==> src/rtl/vtpg_pkg.sv <==
package vtpg_pkg;

	localparam int COORD_BITS_DEF   = 12;
	localparam int TILE_PITCH_DEF   = 64;
	localparam int GLYPH_SIZE_DEF   = 64;
	localparam int STROKE_WIDTH_DEF = 4;

	// geometry math width, holds twice the largest frame size
	localparam int DIM_W     = 16;
	localparam int CFG_W     = 13;
	localparam int CFG_IDX_W = 2;
	localparam int GRID_N    = 5;
	// cycles for the geometry registers to follow a register write
	localparam logic [2:0] SETTLE_CYCLES = 3'd6;

	typedef enum logic [CFG_IDX_W-1:0] {
		REG_PATTERN = 2'd0,
		REG_WIDTH   = 2'd1,
		REG_HEIGHT  = 2'd2
	} cfg_reg_t;

	typedef enum logic [2:0] {
		PAT_SMPTE   = 3'd0,
		PAT_STRIPES = 3'd1,
		PAT_GRAY    = 3'd2,
		PAT_CHECKER = 3'd3,
		PAT_RAMP    = 3'd4,
		PAT_RGBRAMP = 3'd5,
		PAT_HATCH   = 3'd6,
		PAT_GLYPH   = 3'd7
	} pat_t;

	localparam logic [7:0]  LVL75 = 8'd191;
	localparam logic [23:0] WHITE = 24'hFF_FF_FF;
	localparam logic [23:0] BLACK = 24'h00_00_00;

	// ceil(2^32 / c): exact quotient for dividends below 2^16
	localparam logic [31:0] RCP_3  = 32'((64'd1 << 32) / 3 + 64'd1);
	localparam logic [31:0] RCP_5  = 32'((64'd1 << 32) / 5 + 64'd1);
	localparam logic [31:0] RCP_6  = 32'((64'd1 << 32) / 6 + 64'd1);
	localparam logic [31:0] RCP_7  = 32'((64'd1 << 32) / 7 + 64'd1);
	localparam logic [31:0] RCP_11 = 32'((64'd1 << 32) / 11 + 64'd1);
	localparam logic [31:0] RCP_12 = 32'((64'd1 << 32) / 12 + 64'd1);
	localparam logic [31:0] RCP_60 = 32'((64'd1 << 32) / 60 + 64'd1);
	localparam logic [31:0] RCP_80 = 32'((64'd1 << 32) / 80 + 64'd1);

	typedef logic [DIM_W-1:0] dim_t;

	// frame geometry, all derived from the register values
	typedef struct packed {
		pat_t                   pattern;
		dim_t                   width;
		dim_t                   height;
		dim_t                   den;
		logic [5:0][DIM_W-1:0]  bar7;
		logic [9:0][DIM_W-1:0]  bar11;
		dim_t                   top_h;
		dim_t                   mid_h;
		dim_t                   w6;
		dim_t                   w6w12;
		dim_t                   cursor;
		dim_t                   right;
		logic                   pulse_ok;
		logic [2:0][DIM_W-1:0]  pls;
		logic [2:0][DIM_W-1:0]  ple;
		logic                   band_ok;
		dim_t                   band1;
		dim_t                   band2;
		dim_t                   band3;
		logic [4:0][DIM_W-1:0]  gx0;
		logic [4:0][DIM_W-1:0]  gx0s;
		logic [4:0][DIM_W-1:0]  gx1;
		logic [4:0][DIM_W-1:0]  gx1s;
		logic [4:0]             gxv;
		logic [4:0]             gxr;
		logic [4:0][DIM_W-1:0]  gy0;
		logic [4:0][DIM_W-1:0]  gy1;
		logic [4:0][DIM_W-1:0]  gby;
		logic [4:0][DIM_W-1:0]  gbys;
		logic [4:0]             gyv;
		logic [4:0]             gyb;
	} geom_t;

	// color before the ramp value is merged in
	typedef struct packed {
		logic [23:0] rgb;
		logic [2:0]  mask;     // red, green, blue take the ramp value
		logic        outside;
	} base_t;

	function automatic dim_t div_rcp(input dim_t a, input logic [31:0] rcp);
		logic [47:0] p;
		p = 48'(a) * 48'(rcp);
		return p[47:32];
	endfunction

	function automatic logic [23:0] top_bar(input logic [2:0] i);
		logic [23:0] c;
		case (i)
			3'd0:    c = {LVL75, LVL75, LVL75};
			3'd1:    c = {LVL75, LVL75, 8'd0};
			3'd2:    c = {8'd0, LVL75, LVL75};
			3'd3:    c = {8'd0, LVL75, 8'd0};
			3'd4:    c = {LVL75, 8'd0, LVL75};
			3'd5:    c = {LVL75, 8'd0, 8'd0};
			default: c = {8'd0, 8'd0, LVL75};
		endcase
		return c;
	endfunction

	function automatic logic [23:0] mid_bar(input logic [2:0] i);
		logic [23:0] c;
		case (i)
			3'd0:    c = {8'd0, 8'd0, LVL75};
			3'd2:    c = {LVL75, 8'd0, LVL75};
			3'd4:    c = {8'd0, LVL75, LVL75};
			3'd6:    c = {LVL75, LVL75, LVL75};
			default: c = BLACK;
		endcase
		return c;
	endfunction

	function automatic logic [7:0] gray_step(input logic [3:0] i);
		logic [7:0] v;
		case (i)
			4'd0:    v = 8'd0;
			4'd1:    v = 8'd26;
			4'd2:    v = 8'd51;
			4'd3:    v = 8'd77;
			4'd4:    v = 8'd102;
			4'd5:    v = 8'd128;
			4'd6:    v = 8'd153;
			4'd7:    v = 8'd179;
			4'd8:    v = 8'd204;
			4'd9:    v = 8'd230;
			default: v = 8'd255;
		endcase
		return v;
	endfunction

	function automatic logic [7:0] pulse_level(input int k);
		logic [7:0] v;
		case (k)
			0:       v = 8'd5;
			1:       v = 8'd0;
			default: v = 8'd10;
		endcase
		return v;
	endfunction

endpackage

==> src/rtl/vtpg_if.sv <==
interface vtpg_in_if #(parameter int COORD_BITS = 12);
	logic                  valid;
	logic                  ready;
	logic [COORD_BITS-1:0] pixel_x;
	logic [COORD_BITS-1:0] pixel_y;

	modport source (output valid, output pixel_x, output pixel_y, input ready);
	modport sink   (input valid, input pixel_x, input pixel_y, output ready);
endinterface

interface vtpg_out_if;
	logic       valid;
	logic       ready;
	logic [7:0] red;
	logic [7:0] green;
	logic [7:0] blue;
	logic       outside;

	modport source (output valid, output red, output green, output blue, output outside,
		input ready);
	modport sink   (input valid, input red, input green, input blue, input outside,
		output ready);
endinterface

==> src/rtl/vtpg_setup.sv <==
module vtpg_setup #(
	parameter int GLYPH_SIZE   = vtpg_pkg::GLYPH_SIZE_DEF,
	parameter int STROKE_WIDTH = vtpg_pkg::STROKE_WIDTH_DEF
) (
	input  logic                           clk,
	input  logic                           arst_n,
	input  logic                           cfg_we,
	input  logic [vtpg_pkg::CFG_IDX_W-1:0] cfg_index,
	input  logic [vtpg_pkg::CFG_W-1:0]     cfg_data,
	output vtpg_pkg::geom_t                geom,
	output logic                           busy
);
	import vtpg_pkg::*;

	localparam dim_t HALF_D   = DIM_W'(GLYPH_SIZE / 2);
	localparam dim_t STROKE_D = DIM_W'(STROKE_WIDTH);
	localparam dim_t SHALF_D  = DIM_W'(STROKE_WIDTH / 2);

	pat_t             pattern_q;
	logic [CFG_W-1:0] width_q, height_q;
	logic [2:0]       settle_q;
	dim_t             wd, hd;

	// register writes
	always_ff @(posedge clk or negedge arst_n) begin
		if (!arst_n) begin
			pattern_q <= PAT_SMPTE;
			width_q   <= CFG_W'(640);
			height_q  <= CFG_W'(480);
		end else if (cfg_we) begin
			unique case (cfg_reg_t'(cfg_index))
				REG_PATTERN: pattern_q <= pat_t'(cfg_data[2:0]);
				REG_WIDTH:   width_q   <= cfg_data;
				REG_HEIGHT:  height_q  <= cfg_data;
				default: ;
			endcase
		end
	end

	// hold off pixels until the geometry pipeline has caught up
	always_ff @(posedge clk or negedge arst_n) begin
		if (!arst_n) begin
			settle_q <= SETTLE_CYCLES;
		end else if (cfg_we) begin
			settle_q <= SETTLE_CYCLES;
		end else if (settle_q != 3'd0) begin
			settle_q <= settle_q - 3'd1;
		end
	end

	assign busy = (settle_q != 3'd0);
	assign wd   = DIM_W'(width_q);
	assign hd   = DIM_W'(height_q);

	// level 1: divisions by constants, ramp denominator W-1
	dim_t w7_q, w11_q, w6_q, w12_q, w5_q, h5_q, bh_q, top_h_q, mid_h_q, pw_q, pg_q, den_q;
	dim_t pw_raw, pg_raw;

	assign pw_raw = div_rcp(wd, RCP_60);
	assign pg_raw = div_rcp(wd, RCP_80);

	always_ff @(posedge clk) begin
		w7_q    <= div_rcp(wd, RCP_7);
		w11_q   <= div_rcp(wd, RCP_11);
		w6_q    <= div_rcp(wd, RCP_6);
		w12_q   <= div_rcp(wd, RCP_12);
		w5_q    <= div_rcp(wd, RCP_5);
		h5_q    <= div_rcp(hd, RCP_5);
		bh_q    <= div_rcp(hd, RCP_3);
		top_h_q <= div_rcp(hd << 1, RCP_3);
		mid_h_q <= (hd + (hd << 1)) >> 2;
		pw_q    <= (pw_raw == '0) ? DIM_W'(1) : pw_raw;
		pg_q    <= (pg_raw == '0) ? DIM_W'(1) : pg_raw;
		den_q   <= (wd > DIM_W'(1)) ? wd - DIM_W'(1) : DIM_W'(1);
	end

	// level 2: boundaries and cell centers
	logic [5:0][DIM_W-1:0] bar7_q;
	logic [9:0][DIM_W-1:0] bar11_q;
	logic [4:0][DIM_W-1:0] cx_q, cy_q;
	dim_t w6w12_q, cursor_q, right_q, total_q, step_q, band1_q, band2_q, band3_q;
	logic band_ok_q;

	always_ff @(posedge clk) begin
		for (int k = 0; k < 6; k++) bar7_q[k] <= DIM_W'(w7_q * DIM_W'(k + 1));
		for (int k = 0; k < 10; k++) bar11_q[k] <= DIM_W'(w11_q * DIM_W'(k + 1));
		for (int g = 0; g < GRID_N; g++) begin
			cx_q[g] <= DIM_W'(w5_q * DIM_W'(g)) + (w5_q >> 1);
			cy_q[g] <= DIM_W'(h5_q * DIM_W'(g)) + (h5_q >> 1);
		end
		w6w12_q   <= w6_q + w12_q;
		cursor_q  <= (w6_q << 1) + w12_q;
		right_q   <= (wd > w12_q) ? wd - w12_q : wd;
		total_q   <= pw_q + (pw_q << 1) + (pg_q << 1);
		step_q    <= pw_q + pg_q;
		band1_q   <= bh_q;
		band2_q   <= bh_q << 1;
		band3_q   <= bh_q + (bh_q << 1);
		band_ok_q <= (bh_q != '0);
	end

	// level 3: pulse start, glyph bounds
	logic                  pulse_ok_q;
	logic [2:0][DIM_W-1:0] pls_q, ple_q;
	logic [4:0][DIM_W-1:0] gx0_q, gx0s_q, gx1_q, gx1s_q, gy0_q, gy1_q, gby_q, gbys_q;
	logic [4:0]            gxv_q, gxr_q, gyv_q, gyb_q;

	always_ff @(posedge clk) begin
		pulse_ok_q <= (right_q > cursor_q + total_q);
		pls_q[0]   <= cursor_q + ((right_q - cursor_q - total_q) >> 1);
		for (int g = 0; g < GRID_N; g++) begin
			gxv_q[g]  <= (cx_q[g] >= HALF_D);
			gx0_q[g]  <= cx_q[g] - HALF_D;
			gx0s_q[g] <= cx_q[g] - HALF_D + STROKE_D;
			gx1_q[g]  <= cx_q[g] + HALF_D;
			gxr_q[g]  <= (cx_q[g] + HALF_D >= STROKE_D);
			gx1s_q[g] <= cx_q[g] + HALF_D - STROKE_D;
			gyv_q[g]  <= (cy_q[g] >= HALF_D);
			gy0_q[g]  <= cy_q[g] - HALF_D;
			gy1_q[g]  <= cy_q[g] + HALF_D;
			gyb_q[g]  <= (cy_q[g] >= SHALF_D);
			gby_q[g]  <= cy_q[g] - SHALF_D;
			gbys_q[g] <= cy_q[g] - SHALF_D + STROKE_D;
		end
	end

	// levels 4 to 6: remaining pulse edges
	always_ff @(posedge clk) begin
		pls_q[1] <= pls_q[0] + step_q;
		pls_q[2] <= pls_q[1] + step_q;
		ple_q[0] <= pls_q[0] + pw_q;
		ple_q[1] <= pls_q[1] + pw_q;
		ple_q[2] <= pls_q[2] + pw_q;
	end

	always_comb begin
		geom.pattern  = pattern_q;
		geom.width    = wd;
		geom.height   = hd;
		geom.den      = den_q;
		geom.bar7     = bar7_q;
		geom.bar11    = bar11_q;
		geom.top_h    = top_h_q;
		geom.mid_h    = mid_h_q;
		geom.w6       = w6_q;
		geom.w6w12    = w6w12_q;
		geom.cursor   = cursor_q;
		geom.right    = right_q;
		geom.pulse_ok = pulse_ok_q;
		geom.pls      = pls_q;
		geom.ple      = ple_q;
		geom.band_ok  = band_ok_q;
		geom.band1    = band1_q;
		geom.band2    = band2_q;
		geom.band3    = band3_q;
		geom.gx0      = gx0_q;
		geom.gx0s     = gx0s_q;
		geom.gx1      = gx1_q;
		geom.gx1s     = gx1s_q;
		geom.gxv      = gxv_q;
		geom.gxr      = gxr_q;
		geom.gy0      = gy0_q;
		geom.gy1      = gy1_q;
		geom.gby      = gby_q;
		geom.gbys     = gbys_q;
		geom.gyv      = gyv_q;
		geom.gyb      = gyb_q;
	end

endmodule

==> src/rtl/vtpg_pixel.sv <==
module vtpg_pixel (
	input  vtpg_pkg::dim_t  x,
	input  vtpg_pkg::dim_t  y,
	input  logic            checker_odd,
	input  logic            on_hatch,
	input  vtpg_pkg::geom_t geom,
	output vtpg_pkg::base_t base
);
	import vtpg_pkg::*;

	logic [2:0]  i7;
	logic [3:0]  i11;
	logic [23:0] smpte_rgb;
	logic        gl_vert, gl_row, gl_bar, gl_bar_row, on_glyph;
	logic [7:0]  lv;

	// bar index: number of bar edges at or left of x
	always_comb begin
		i7  = '0;
		i11 = '0;
		for (int k = 0; k < 6; k++) i7 = i7 + 3'(x >= geom.bar7[k]);
		for (int k = 0; k < 10; k++) i11 = i11 + 4'(x >= geom.bar11[k]);
	end

	// SMPTE bars, earlier region tests take priority over later ones
	always_comb begin
		lv = 8'd0;
		if (y < geom.top_h) begin
			smpte_rgb = top_bar(i7);
		end else if (y < geom.mid_h) begin
			smpte_rgb = mid_bar(i7);
		end else if (x < geom.w6) begin
			smpte_rgb = {8'd0, 8'd0, 8'd76};
		end else if (x < geom.w6w12) begin
			smpte_rgb = WHITE;
		end else if (x < geom.cursor) begin
			smpte_rgb = {8'd72, 8'd0, 8'd130};
		end else if (x >= geom.right) begin
			smpte_rgb = WHITE;
		end else begin
			smpte_rgb = BLACK;
			for (int k = 0; k < 3; k++) begin
				lv = pulse_level(k);
				if (geom.pulse_ok && x >= geom.pls[k] && x < geom.ple[k])
					smpte_rgb = {lv, lv, lv};
			end
		end
	end

	// glyph strokes split into column and row terms per grid column and grid row
	always_comb begin
		gl_vert    = 1'b0;
		gl_row     = 1'b0;
		gl_bar     = 1'b0;
		gl_bar_row = 1'b0;
		for (int g = 0; g < GRID_N; g++) begin
			if (geom.gxv[g]) begin
				if ((x >= geom.gx0[g] && x < geom.gx0s[g]) ||
				    (geom.gxr[g] && x >= geom.gx1s[g] && x < geom.gx1[g]))
					gl_vert = 1'b1;
				if (x >= geom.gx0[g] && x < geom.gx1[g])
					gl_bar = 1'b1;
			end
			if (geom.gyv[g]) begin
				if (y >= geom.gy0[g] && y < geom.gy1[g])
					gl_row = 1'b1;
				if (geom.gyb[g] && y >= geom.gby[g] && y < geom.gbys[g])
					gl_bar_row = 1'b1;
			end
		end
		on_glyph = (gl_vert && gl_row) || (gl_bar && gl_bar_row);
	end

	always_comb begin
		base.rgb     = BLACK;
		base.mask    = 3'b000;
		base.outside = (x >= geom.width) || (y >= geom.height);
		case (geom.pattern)
			PAT_SMPTE:   base.rgb = smpte_rgb;
			PAT_STRIPES: if (!x[0]) base.rgb = WHITE;
			PAT_GRAY:    base.rgb = {3{gray_step(i11)}};
			PAT_CHECKER: if (checker_odd) base.rgb = WHITE;
			PAT_RAMP:    base.mask = 3'b111;
			PAT_RGBRAMP: begin
				if (geom.band_ok && y < geom.band3) begin
					if (y < geom.band1)      base.mask = 3'b100;
					else if (y < geom.band2) base.mask = 3'b010;
					else                     base.mask = 3'b001;
				end
			end
			PAT_HATCH:   if (on_hatch) base.rgb = WHITE;
			PAT_GLYPH:   if (on_glyph) base.rgb = WHITE;
			default: ;
		endcase
		if (base.outside) begin
			base.rgb  = BLACK;
			base.mask = 3'b000;
		end
	end

endmodule

==> src/rtl/vtpg_div.sv <==
module vtpg_div #(
	parameter int NUM_W = 20
) (
	input  logic                 clk,
	input  logic                 en,
	input  logic [NUM_W-1:0]     num,
	input  vtpg_pkg::dim_t       den,
	output logic [7:0]           quo
);
	import vtpg_pkg::*;

	localparam int EXT_W = NUM_W + 8;

	logic [7:0][NUM_W-1:0] rem_s;
	logic [7:0][7:0]       quo_s;

	// restoring division, one quotient bit per stage, MSB first
	for (genvar i = 0; i < 8; i++) begin : g_step
		logic [NUM_W-1:0] rem_in;
		logic [7:0]       quo_in;
		logic [EXT_W-1:0] dsh;

		if (i == 0) begin : g_first
			assign rem_in = num;
			assign quo_in = 8'd0;
		end else begin : g_next
			assign rem_in = rem_s[i-1];
			assign quo_in = quo_s[i-1];
		end

		assign dsh = EXT_W'(den) << (7 - i);

		always_ff @(posedge clk) begin
			if (en) begin
				if (EXT_W'(rem_in) >= dsh) begin
					rem_s[i] <= rem_in - dsh[NUM_W-1:0];
					quo_s[i] <= quo_in | (8'd1 << (7 - i));
				end else begin
					rem_s[i] <= rem_in;
					quo_s[i] <= quo_in;
				end
			end
		end
	end

	assign quo = quo_s[7];

endmodule

==> src/rtl/video_test_pattern_generator.sv <==
// Video test pattern generator: one pixel coordinate in, its RGB888 color out, for
// SMPTE bars, stripes, gray bars, checkerboard, ramps, crosshatch or an H-glyph grid.
// Fully pipelined: a new word is taken every clock unless the output stalls or the
// geometry settles. The color passes through ten register stages, the depth being
// set by the 8-stage ramp divider (one quotient bit per stage). Coordinates outside
// the frame come out black with outside set. After reset and after any register write
// the input holds ready low while the frame geometry pipeline recomputes its bar and
// glyph edges.
module video_test_pattern_generator #(
	parameter int COORD_BITS   = vtpg_pkg::COORD_BITS_DEF,
	parameter int TILE_PITCH   = vtpg_pkg::TILE_PITCH_DEF,
	parameter int GLYPH_SIZE   = vtpg_pkg::GLYPH_SIZE_DEF,
	parameter int STROKE_WIDTH = vtpg_pkg::STROKE_WIDTH_DEF
) (
	input  logic                           clk,
	input  logic                           arst_n,
	input  logic                           cfg_we,
	input  logic [vtpg_pkg::CFG_IDX_W-1:0] cfg_index,
	input  logic [vtpg_pkg::CFG_W-1:0]     cfg_data,
	vtpg_in_if.sink                        pixel_in,
	vtpg_out_if.source                     pixel_out
);
	import vtpg_pkg::*;

	localparam int NUM_W    = COORD_BITS + 8;
	localparam int TP_SHIFT = COORD_BITS + 10;
	localparam int PROD_W   = COORD_BITS + TP_SHIFT + 1;
	// ceil(2^TP_SHIFT / TILE_PITCH): exact tile index and exact remainder-zero test
	localparam logic [TP_SHIFT:0] TP_RCP =
		(TP_SHIFT+1)'(((64'd1 << TP_SHIFT) + 64'(TILE_PITCH) - 64'd1) / 64'(TILE_PITCH));

	geom_t geom;
	logic  busy;
	logic  adv;

	vtpg_setup #(
		.GLYPH_SIZE   (GLYPH_SIZE),
		.STROKE_WIDTH (STROKE_WIDTH)
	) u_setup (
		.clk       (clk),
		.arst_n    (arst_n),
		.cfg_we    (cfg_we),
		.cfg_index (cfg_index),
		.cfg_data  (cfg_data),
		.geom      (geom),
		.busy      (busy)
	);

	// whole pipeline moves when the output register is free or being drained
	assign adv            = !pixel_out.valid || pixel_out.ready;
	assign pixel_in.ready = adv && !busy;

	logic [10:1] v_s;

	always_ff @(posedge clk or negedge arst_n) begin
		if (!arst_n) begin
			v_s <= '0;
		end else if (adv) begin
			v_s <= {v_s[9:1], pixel_in.valid && !busy};
		end
	end

	// stage 1: capture and multiplies
	logic [COORD_BITS-1:0] x_s1, y_s1;
	logic [NUM_W-1:0]      num_s1;
	logic [PROD_W-1:0]     prx_s1, pry_s1;

	always_ff @(posedge clk) begin
		if (adv) begin
			x_s1   <= pixel_in.pixel_x;
			y_s1   <= pixel_in.pixel_y;
			num_s1 <= NUM_W'(pixel_in.pixel_x) * NUM_W'(8'd255);
			prx_s1 <= PROD_W'(pixel_in.pixel_x) * PROD_W'(TP_RCP);
			pry_s1 <= PROD_W'(pixel_in.pixel_y) * PROD_W'(TP_RCP);
		end
	end

	// stage 2: pattern classification
	logic  checker_odd, on_hatch;
	base_t base_now;

	assign checker_odd = prx_s1[TP_SHIFT] ^ pry_s1[TP_SHIFT];
	assign on_hatch    = (prx_s1[TP_SHIFT-1:0] < TP_RCP[TP_SHIFT-1:0]) ||
	                     (pry_s1[TP_SHIFT-1:0] < TP_RCP[TP_SHIFT-1:0]);

	vtpg_pixel u_pixel (
		.x           (DIM_W'(x_s1)),
		.y           (DIM_W'(y_s1)),
		.checker_odd (checker_odd),
		.on_hatch    (on_hatch),
		.geom        (geom),
		.base        (base_now)
	);

	// base color rides alongside the divider, stages 2 to 9
	base_t base_s [2:9];

	always_ff @(posedge clk) begin
		if (adv) begin
			base_s[2] <= base_now;
			for (int k = 3; k <= 9; k++) base_s[k] <= base_s[k-1];
		end
	end

	// stages 2 to 9: ramp value x*255/(W-1)
	logic [7:0] ramp_s9;

	vtpg_div #(
		.NUM_W (NUM_W)
	) u_div (
		.clk (clk),
		.en  (adv),
		.num (num_s1),
		.den (geom.den),
		.quo (ramp_s9)
	);

	// stage 10: merge ramp and register the output word
	logic [7:0] red_s10, green_s10, blue_s10;
	logic       outside_s10;

	always_ff @(posedge clk) begin
		if (adv) begin
			red_s10     <= base_s[9].mask[2] ? ramp_s9 : base_s[9].rgb[23:16];
			green_s10   <= base_s[9].mask[1] ? ramp_s9 : base_s[9].rgb[15:8];
			blue_s10    <= base_s[9].mask[0] ? ramp_s9 : base_s[9].rgb[7:0];
			outside_s10 <= base_s[9].outside;
		end
	end

	assign pixel_out.valid   = v_s[10];
	assign pixel_out.red     = red_s10;
	assign pixel_out.green   = green_s10;
	assign pixel_out.blue    = blue_s10;
	assign pixel_out.outside = outside_s10;

`ifndef SYNTH
	a_outside_black: assert property (@(posedge clk) disable iff (!arst_n)
		pixel_out.valid && pixel_out.outside |->
			pixel_out.red == 8'd0 && pixel_out.green == 8'd0 && pixel_out.blue == 8'd0)
		else $error("outside pixel not black");

	a_busy_blocks: assert property (@(posedge clk) disable iff (!arst_n)
		busy |-> !pixel_in.ready)
		else $error("input taken while geometry settles");

	a_cfg_holds: assert property (@(posedge clk) disable iff (!arst_n)
		cfg_we |=> !pixel_in.ready)
		else $error("input ready right after register write");
`endif

endmodule

==> src/flat_wrapper.sv <==
// flat-port wrapper written by rule: the top's interface ports become plain ports
module video_test_pattern_generator_flat import vtpg_pkg::*;
#(
	parameter int COORD_BITS   = vtpg_pkg::COORD_BITS_DEF,
	parameter int TILE_PITCH   = vtpg_pkg::TILE_PITCH_DEF,
	parameter int GLYPH_SIZE   = vtpg_pkg::GLYPH_SIZE_DEF,
	parameter int STROKE_WIDTH = vtpg_pkg::STROKE_WIDTH_DEF
)
  (clk, arst_n, cfg_we, cfg_index, cfg_data, pixel_in_valid, pixel_in_pixel_x, pixel_in_pixel_y, pixel_in_ready, pixel_out_valid, pixel_out_red, pixel_out_green, pixel_out_blue, pixel_out_outside, pixel_out_ready);
  vtpg_in_if #(.COORD_BITS(COORD_BITS)) pixel_in_i ();
  vtpg_out_if pixel_out_i ();
  input  logic clk;
  input  logic arst_n;
  input  logic cfg_we;
  input  logic [vtpg_pkg::CFG_IDX_W-1:0] cfg_index;
  input  logic [vtpg_pkg::CFG_W-1:0] cfg_data;
  input wire logic [$bits(pixel_in_i.valid)-1:0] pixel_in_valid;
  input wire logic [$bits(pixel_in_i.pixel_x)-1:0] pixel_in_pixel_x;
  input wire logic [$bits(pixel_in_i.pixel_y)-1:0] pixel_in_pixel_y;
  output wire logic [$bits(pixel_in_i.ready)-1:0] pixel_in_ready;
  output wire logic [$bits(pixel_out_i.valid)-1:0] pixel_out_valid;
  output wire logic [$bits(pixel_out_i.red)-1:0] pixel_out_red;
  output wire logic [$bits(pixel_out_i.green)-1:0] pixel_out_green;
  output wire logic [$bits(pixel_out_i.blue)-1:0] pixel_out_blue;
  output wire logic [$bits(pixel_out_i.outside)-1:0] pixel_out_outside;
  input wire logic [$bits(pixel_out_i.ready)-1:0] pixel_out_ready;
  assign pixel_in_i.valid = pixel_in_valid;
  assign pixel_in_i.pixel_x = pixel_in_pixel_x;
  assign pixel_in_i.pixel_y = pixel_in_pixel_y;
  assign pixel_in_ready = pixel_in_i.ready;
  assign pixel_out_valid = pixel_out_i.valid;
  assign pixel_out_red = pixel_out_i.red;
  assign pixel_out_green = pixel_out_i.green;
  assign pixel_out_blue = pixel_out_i.blue;
  assign pixel_out_outside = pixel_out_i.outside;
  assign pixel_out_i.ready = pixel_out_ready;
  video_test_pattern_generator #(.COORD_BITS(COORD_BITS), .TILE_PITCH(TILE_PITCH), .GLYPH_SIZE(GLYPH_SIZE), .STROKE_WIDTH(STROKE_WIDTH)) u_core (.clk(clk), .arst_n(arst_n), .cfg_we(cfg_we), .cfg_index(cfg_index), .cfg_data(cfg_data), .pixel_in(pixel_in_i), .pixel_out(pixel_out_i));
endmodule
==> config.mk <==
export PLATFORM = sky130hd
export DESIGN_NAME = video_test_pattern_generator_flat
export DESIGN_NICKNAME = d
export VERILOG_FILES = /design/src/rtl/vtpg_pkg.sv /design/src/rtl/vtpg_if.sv /design/src/rtl/vtpg_setup.sv /design/src/rtl/vtpg_pixel.sv /design/src/rtl/vtpg_div.sv /design/src/rtl/video_test_pattern_generator.sv /design/src/flat_wrapper.sv
export SDC_FILE = /design/constraint.sdc
export NUM_CORES = 2
export LEC_CHECK = 0
export BUFFER_PORTS_ARGS = -buffer_cell sky130_fd_sc_hd__buf_2
export CAP_MARGIN = 20
export CORE_ASPECT_RATIO = 0.8
export CORE_UTILIZATION = 65
export DETAILED_ROUTE_END_ITERATION = 7
export PLACE_DENSITY = 0.92
export SETUP_SLACK_MARGIN = 0.3
export SLEW_MARGIN = 30
export SYNTH_ARGS = -nofsm -noshare
export SYNTH_HDL_FRONTEND = slang
export SYNTH_HIERARCHICAL = 1
export SYNTH_SLANG_ARGS = --single-unit
==> constraint.sdc <==
create_clock -name clk -period 12.95 [get_ports clk]
set_input_delay 0.6475 -clock clk [delete_from_list [all_inputs] [get_ports clk]]
set_output_delay 0.6475 -clock clk [all_outputs]
set_load 0.02 [all_outputs]
# == Word-level counts from Yosys, hierarchy flattened ==
# Memories as Yosys holds them, arrays and structs flattened.
# Cells that the tools add are included.
# word_totals
register_bits,1644
latchBits,0
ramBits,224
rom_bits,128
in_bits,44
wordCells,506
mem_count,2
# classes
addsub,88
multipliers,22
div_mod_pow,0
magnitude_cmp,106
eq_ne,15
shift,0
n_mux,77
n_bitwise,1
n_reduce_logical,68
# memory_table
memory,words,word_bits,read_ports,rd_clocked_by_memory_dff,write_ports,line,rtl
u_core.base_s,8,28,8,0,8,video_test_pattern_generator.sv:96,base_t base_s [2:9];
(name not given),16,8,1,0,0,vtpg_pkg.sv:125,case (i)
# ops
op,count
12-bit by 16-bit >= comparator with 1-bit output,34
12-bit by 16-bit less-than comparator with 1-bit output,24
24-bit 2-to-1 mux,12
24-bit one-hot mux with 6 select lines,2
13-bit by 30-bit multiplier with 43-bit output (second input constant),4
20-bit 2-to-1 mux,7
16-bit by 3-bit adder with 16-bit output (second input constant),8
13-bit by 28-bit multiplier with 41-bit output (second input constant),3
16-bit by 6-bit adder with 16-bit output (second input constant),6
16-bit by 6-bit >= comparator with 1-bit output (second input constant),6
24-bit one-hot mux with 4 select lines,1
16-bit by 6-bit subtractor with 16-bit output (second input constant),6
20-bit subtractor,4
16-bit by 13-bit adder with 16-bit output,4
16-bit by 3-bit >= comparator with 1-bit output (second input constant),4
16-bit by 3-bit subtractor with 16-bit output (second input constant),4
12-bit by 14-bit less-than comparator with 1-bit output,4
15-bit by 13-bit adder with 16-bit output,3
16-bit by 11-bit adder with 16-bit output,3
16-bit by 2-bit >= comparator with 1-bit output (second input constant),3
14-bit by 2-bit multiplier with 16-bit output (second input constant),3
16-bit by 2-bit subtractor with 16-bit output (second input constant),3
1-bit logical AND,46
14-bit by 13-bit adder with 15-bit output,3
83 further kinds,180

# == Depth between registers and ports, before layout ==
# logic_depth
depth_word,19
mapped_depth,29

# == Modules after synthesis ==
# Netlist, hierarchy kept.
# modules_own_cells
mod,n_inst,cells_per_inst,area_each_um2
vtpg_setup,1,6432,64134.0
vtpg_pixel,1,3936,28840.2
vtpg_div,1,1127,12090.3
video_test_pattern_generator,1,628,11951.5

# == Least setup slack after synthesis ==
# OpenSTA, ideal clock, no wires.
# synth_path
path_kind,input -> output
startpoint,input port pixel_out_ready
endpoint,output port pixel_in_ready
arrival_time_ns,6.968
required_ns,12.302
slack_ns,5.335
path_stages,3
n_path_buf,1
cell_sequence,nand2b_1 > buf_2 > nor2b_1
# synth_via
elab_chain_cells,2
# synth_rtl
element,line,rtl
from (decl),flat_wrapper.sv:26,input wire logic [$bits(pixel_out_i.ready)-1:0] pixel_out_ready;
1-bit logical OR,video_test_pattern_generator.sv:50,assign adv = !pixel_out.valid || pixel_out.ready;
named net u_core.adv,video_test_pattern_generator.sv:34,logic adv;
1-bit logical AND,video_test_pattern_generator.sv:51,assign pixel_in.ready = adv && !busy;
to (decl),flat_wrapper.sv:20,output wire logic [$bits(pixel_in_i.ready)-1:0] pixel_in_ready;
# The timed path passes the listed nets, and every way through them passes these cells.

==> flow_summary.ini <==
[floorplan]
die-width_um = 476
start_util_pct = 65.8
dieArea_mm2 = 0.182
io-pin-count = 71
num_rows = 138
die_h_um = 382
fp.coreArea_mm2 = 0.178

[synth]
yosysTopAreaCell = ha_1
yosys.area_share.simple_pct = 8.92
synth_fa_ha_area_share_pct = 32.0
syn_area_per_cell_um2 = 9.65
synthCells = 12100
ys_types = 120
synth_xor_area_share_pct = 5.07
ys.flop_type = dfxtp_1
ys_top_cells_by_area = ha_1 (24%), dfxtp_1 (17%), edfxtp_1 (12%)
synth_top_family_by_area = adder cells
muxShareOfSynthArea_pct = 1.22
synth-compound-area-share_pct = 12.2
synthTopCellsByCount = inv_1 (2313), ha_1 (2243), dfxtp_1 (1021)
synthArstFlopShare_pct = 2.74
synth_warnings = 6
synth-edff-count = 468
ys_ff_latch = 1531
yosysMostFrequentCell = inv_1
synth_area_mm2 = 0.117
yosysSeqAreaShare_pct = 30.4
synth_top_area_share_pct = 24.0

[drt]
postRouteAntennaNets = 0
wl_per_cell_um = 20.4
viasPerCell = 6.06
drtIter0Drc = 9491
drt-total-wl_um = 304000
drc_errors = 80
first_pass_iters = 8
dr_total_vias = 90200

[final_layout]
finish.net_count = 15100
multi_input_area_mm2 = 0.0712
regArea_mm2 = 0.0356
fillCellCount = 11000
synthToLayoutAreaGrowth_pct = 6.57
fin_util_pct = 70.1
drive_gt1_share_pct = 4.45
final_cells = 14900

[clock_network]
clk-insertion-delay-late_ps = 870
cts_buffer_depth = 3
htree_levels = 4
post_cts_resized = 0
cts_root_buf = clkbuf_16
cts_sinks = 1531
postCtsSetupBuffers = 0
cts_hold_buf = 13
cts-buffers-inserted = 152
cts_tree = done
clk_pin_slew_ps = 70

[setup_path]
required_ps = 13510
cp-end-kind = register
rr_endpoint = u_core/base_s[0][6]
endpoint = u_core/base_s[0][6]
cp.arrival_ps = 7720
setup.worst_path.start_class = register
crit_fanout = 27
r2r-start = u_core/x_s1[0]
startpoint = u_core/x_s1[0]
ff2ff_path_depth = 26
rrSetupSlack_ps = 5800
worst-setup-path-type = register to register

[timing]
period_share_pct = 55.2
setup_tns_ps = 0
post-route-min-period_ps = 7150
tightest_slew_ps = 1060
fin_skew_ps = 66.0
setup_viol = 0
maxSlewHeadroom_pct = 29.7
fmax_mhz = 140
grt_setup_unrepaired = false
slew_violations = 0
whs_ps = 65.1
hold_violations = 0

[global_routing]
track_usage_pct = 32.9
grt_pass1_vias = 92700
antenna_found_initial = 21
grt_max_degree = 196
grt_pass1_wl_um = 481000
grt-ovfl-total = 0

[min_path]
hp-class = input port to register

[placement]
post-place-cells = 14600
portBuffers = 70
dpl.hpwl_um = 213000
place.gp.congestion = 0.983

[status]
status = finished with violations
failed_checks = design-rule violations

[flow_run]
max-cap-violations = 0
## flip-flops by register name, indices dropped and copies added, names as in the netlist, 11 cells and up
| signal | cells |
|---|---|
| u_core/u_setup/geom | 681 |
| u_core/base_s | 224 |
| u_core/u_div/g_step.rem_in | 140 |
| u_core/u_setup/cx_q | 58 |
| u_core/u_setup/cy_q | 58 |
| u_core/u_div/g_step.quo_in | 28 |
| u_core/num_s1 | 19 |
| u_core/u_setup/den_q | 14 |
| u_core/u_setup/right_q | 14 |
| u_core/u_setup/band3_q | 13 |
| u_core/u_setup/cursor_q | 13 |
| u_core/u_setup/height_q | 13 |
| u_core/u_setup/mid_h_q | 13 |
| u_core/u_setup/top_h_q | 13 |
| u_core/u_setup/width_q | 13 |
| u_core/pry_s1 | 12 |
| u_core/u_setup/band2_q | 12 |
| u_core/u_setup/w6w12_q | 12 |
| u_core/x_s1 | 12 |
| u_core/u_setup/h5_q | 11 |
| u_core/u_setup/w5_q | 11 |
| u_core/u_setup/w6_q | 11 |
| u_core/u_setup/w7_q | 11 |
## cell families (layout without fill, tap and decap cells)
| logic type | Yosys count | count (layout) |
|---|---|---|
| DFF | 1531 | 1531 |
| other | 2 | 429 |
| and+or+nand+nor | 2080 | 2080 |
| muxes | 126 | 126 |
| AOI/OAI and AO/OA | 2199 | 2199 |
| adders and majority gates | 2713 | 2713 |
| xor gates and xnor gates | 678 | 678 |
| buffers and inverters | 2794 | 2750 |
## worst min path at each step
stage / start / to / slack (ps) / cells after the start
2_1_floorplan: u_core/u_setup/cx_q[52] / u_core/u_setup/geom[472] / 330 / 0
3_3_place_gp: u_core/u_setup/cx_q[1] / u_core/u_setup/geom[405] / 330 / 0
3_5_place_dp: u_core/u_setup/cx_q[49] / u_core/u_setup/geom[389] / 340 / 0
4_1_cts: cfg_we / u_core/u_setup/settle_q[0] / 20 / 2
5_1_grt: cfg_we / u_core/u_setup/settle_q[0] / 80 / 2
6_report: cfg_we / u_core/u_setup/settle_q[0] / 70 / 2
## metrics by stage
step / cell area (µm²) / setup slack [ps]
floorplan: 119000 / 5330
global placement: 119000 / 6060
detailed placement: 119000 / 5930
CTS: 125000 / 5890
global route: 125000 / 5340
finish: 125000 / 5800
## cell type report
| class | count | area share, % |
|---|---|---|
| clock buffer | 192 | 3.32 |
| inverter | 2319 | 6.98 |
| sequential | 1531 | 28.5 |
| clock inverter | 88 | 0.888 |
| tap | 2380 | 2.39 |
| multi-input combinational | 8214 | 57.1 |
| timing repair buffer | 151 | 0.827 |
| antenna | 11 | 0.0221 |
## worst max-delay path: stages, from the launching register on
cell and delay (ps):
edfxtp_1 390, inv_1 240, buf_4 450, ha_1 310
nand2b_1 150, a21o_1 170, a21o_1 160, a21o_1 180
a21o_1 170, a21oi_1 150, o21ai_0 110, a21oi_1 160
o21a_1 160, o211ai_1 130, fa_1 520, inv_1 50
fa_1 490, inv_1 50, fa_1 530, ha_1 160
inv_1 60, fa_1 380, xnor2_1 670, mux2i_1 260
nand2_1 70, a21oi_1 450, a41oi_1 200
## layout by cell type (no fill, tap or decap), types with 91 or more instances in the layout
master	n
o21ai_0	433
inv_1	2313
a21o_1	334
conb_1	418
nand4_1	167
a21oi_1	614
nand3_1	223
xor2_1	195
o21a_1	91
fa_1	470
dfxtp_1	1021
nand2_1	456
nor2_1	503
nand2b_1	115
edfxtp_1	468
xnor2_1	482
clkbuf_16	155
nor2b_1	111
ha_1	2243
nor3_1	166
## layer usage
layer / track usage (%) / part of all wire [%] / wire length [µm] / up-vias
met3: 8.54 / 11 / 34200 / 1393
met2: 52.6 / 45 / 136000 / 5235
met5: 0 / 0.035 / 108 / -
met1: 41.1 / 39 / 118000 / 42700
li1: - / - / - / 40800
met4: 16.4 / 5.4 / 16300 / 18
Power is left out: the tool's default activity adds up to more than one toggle a clock period on the data nets, which glitch-free logic cannot reach.
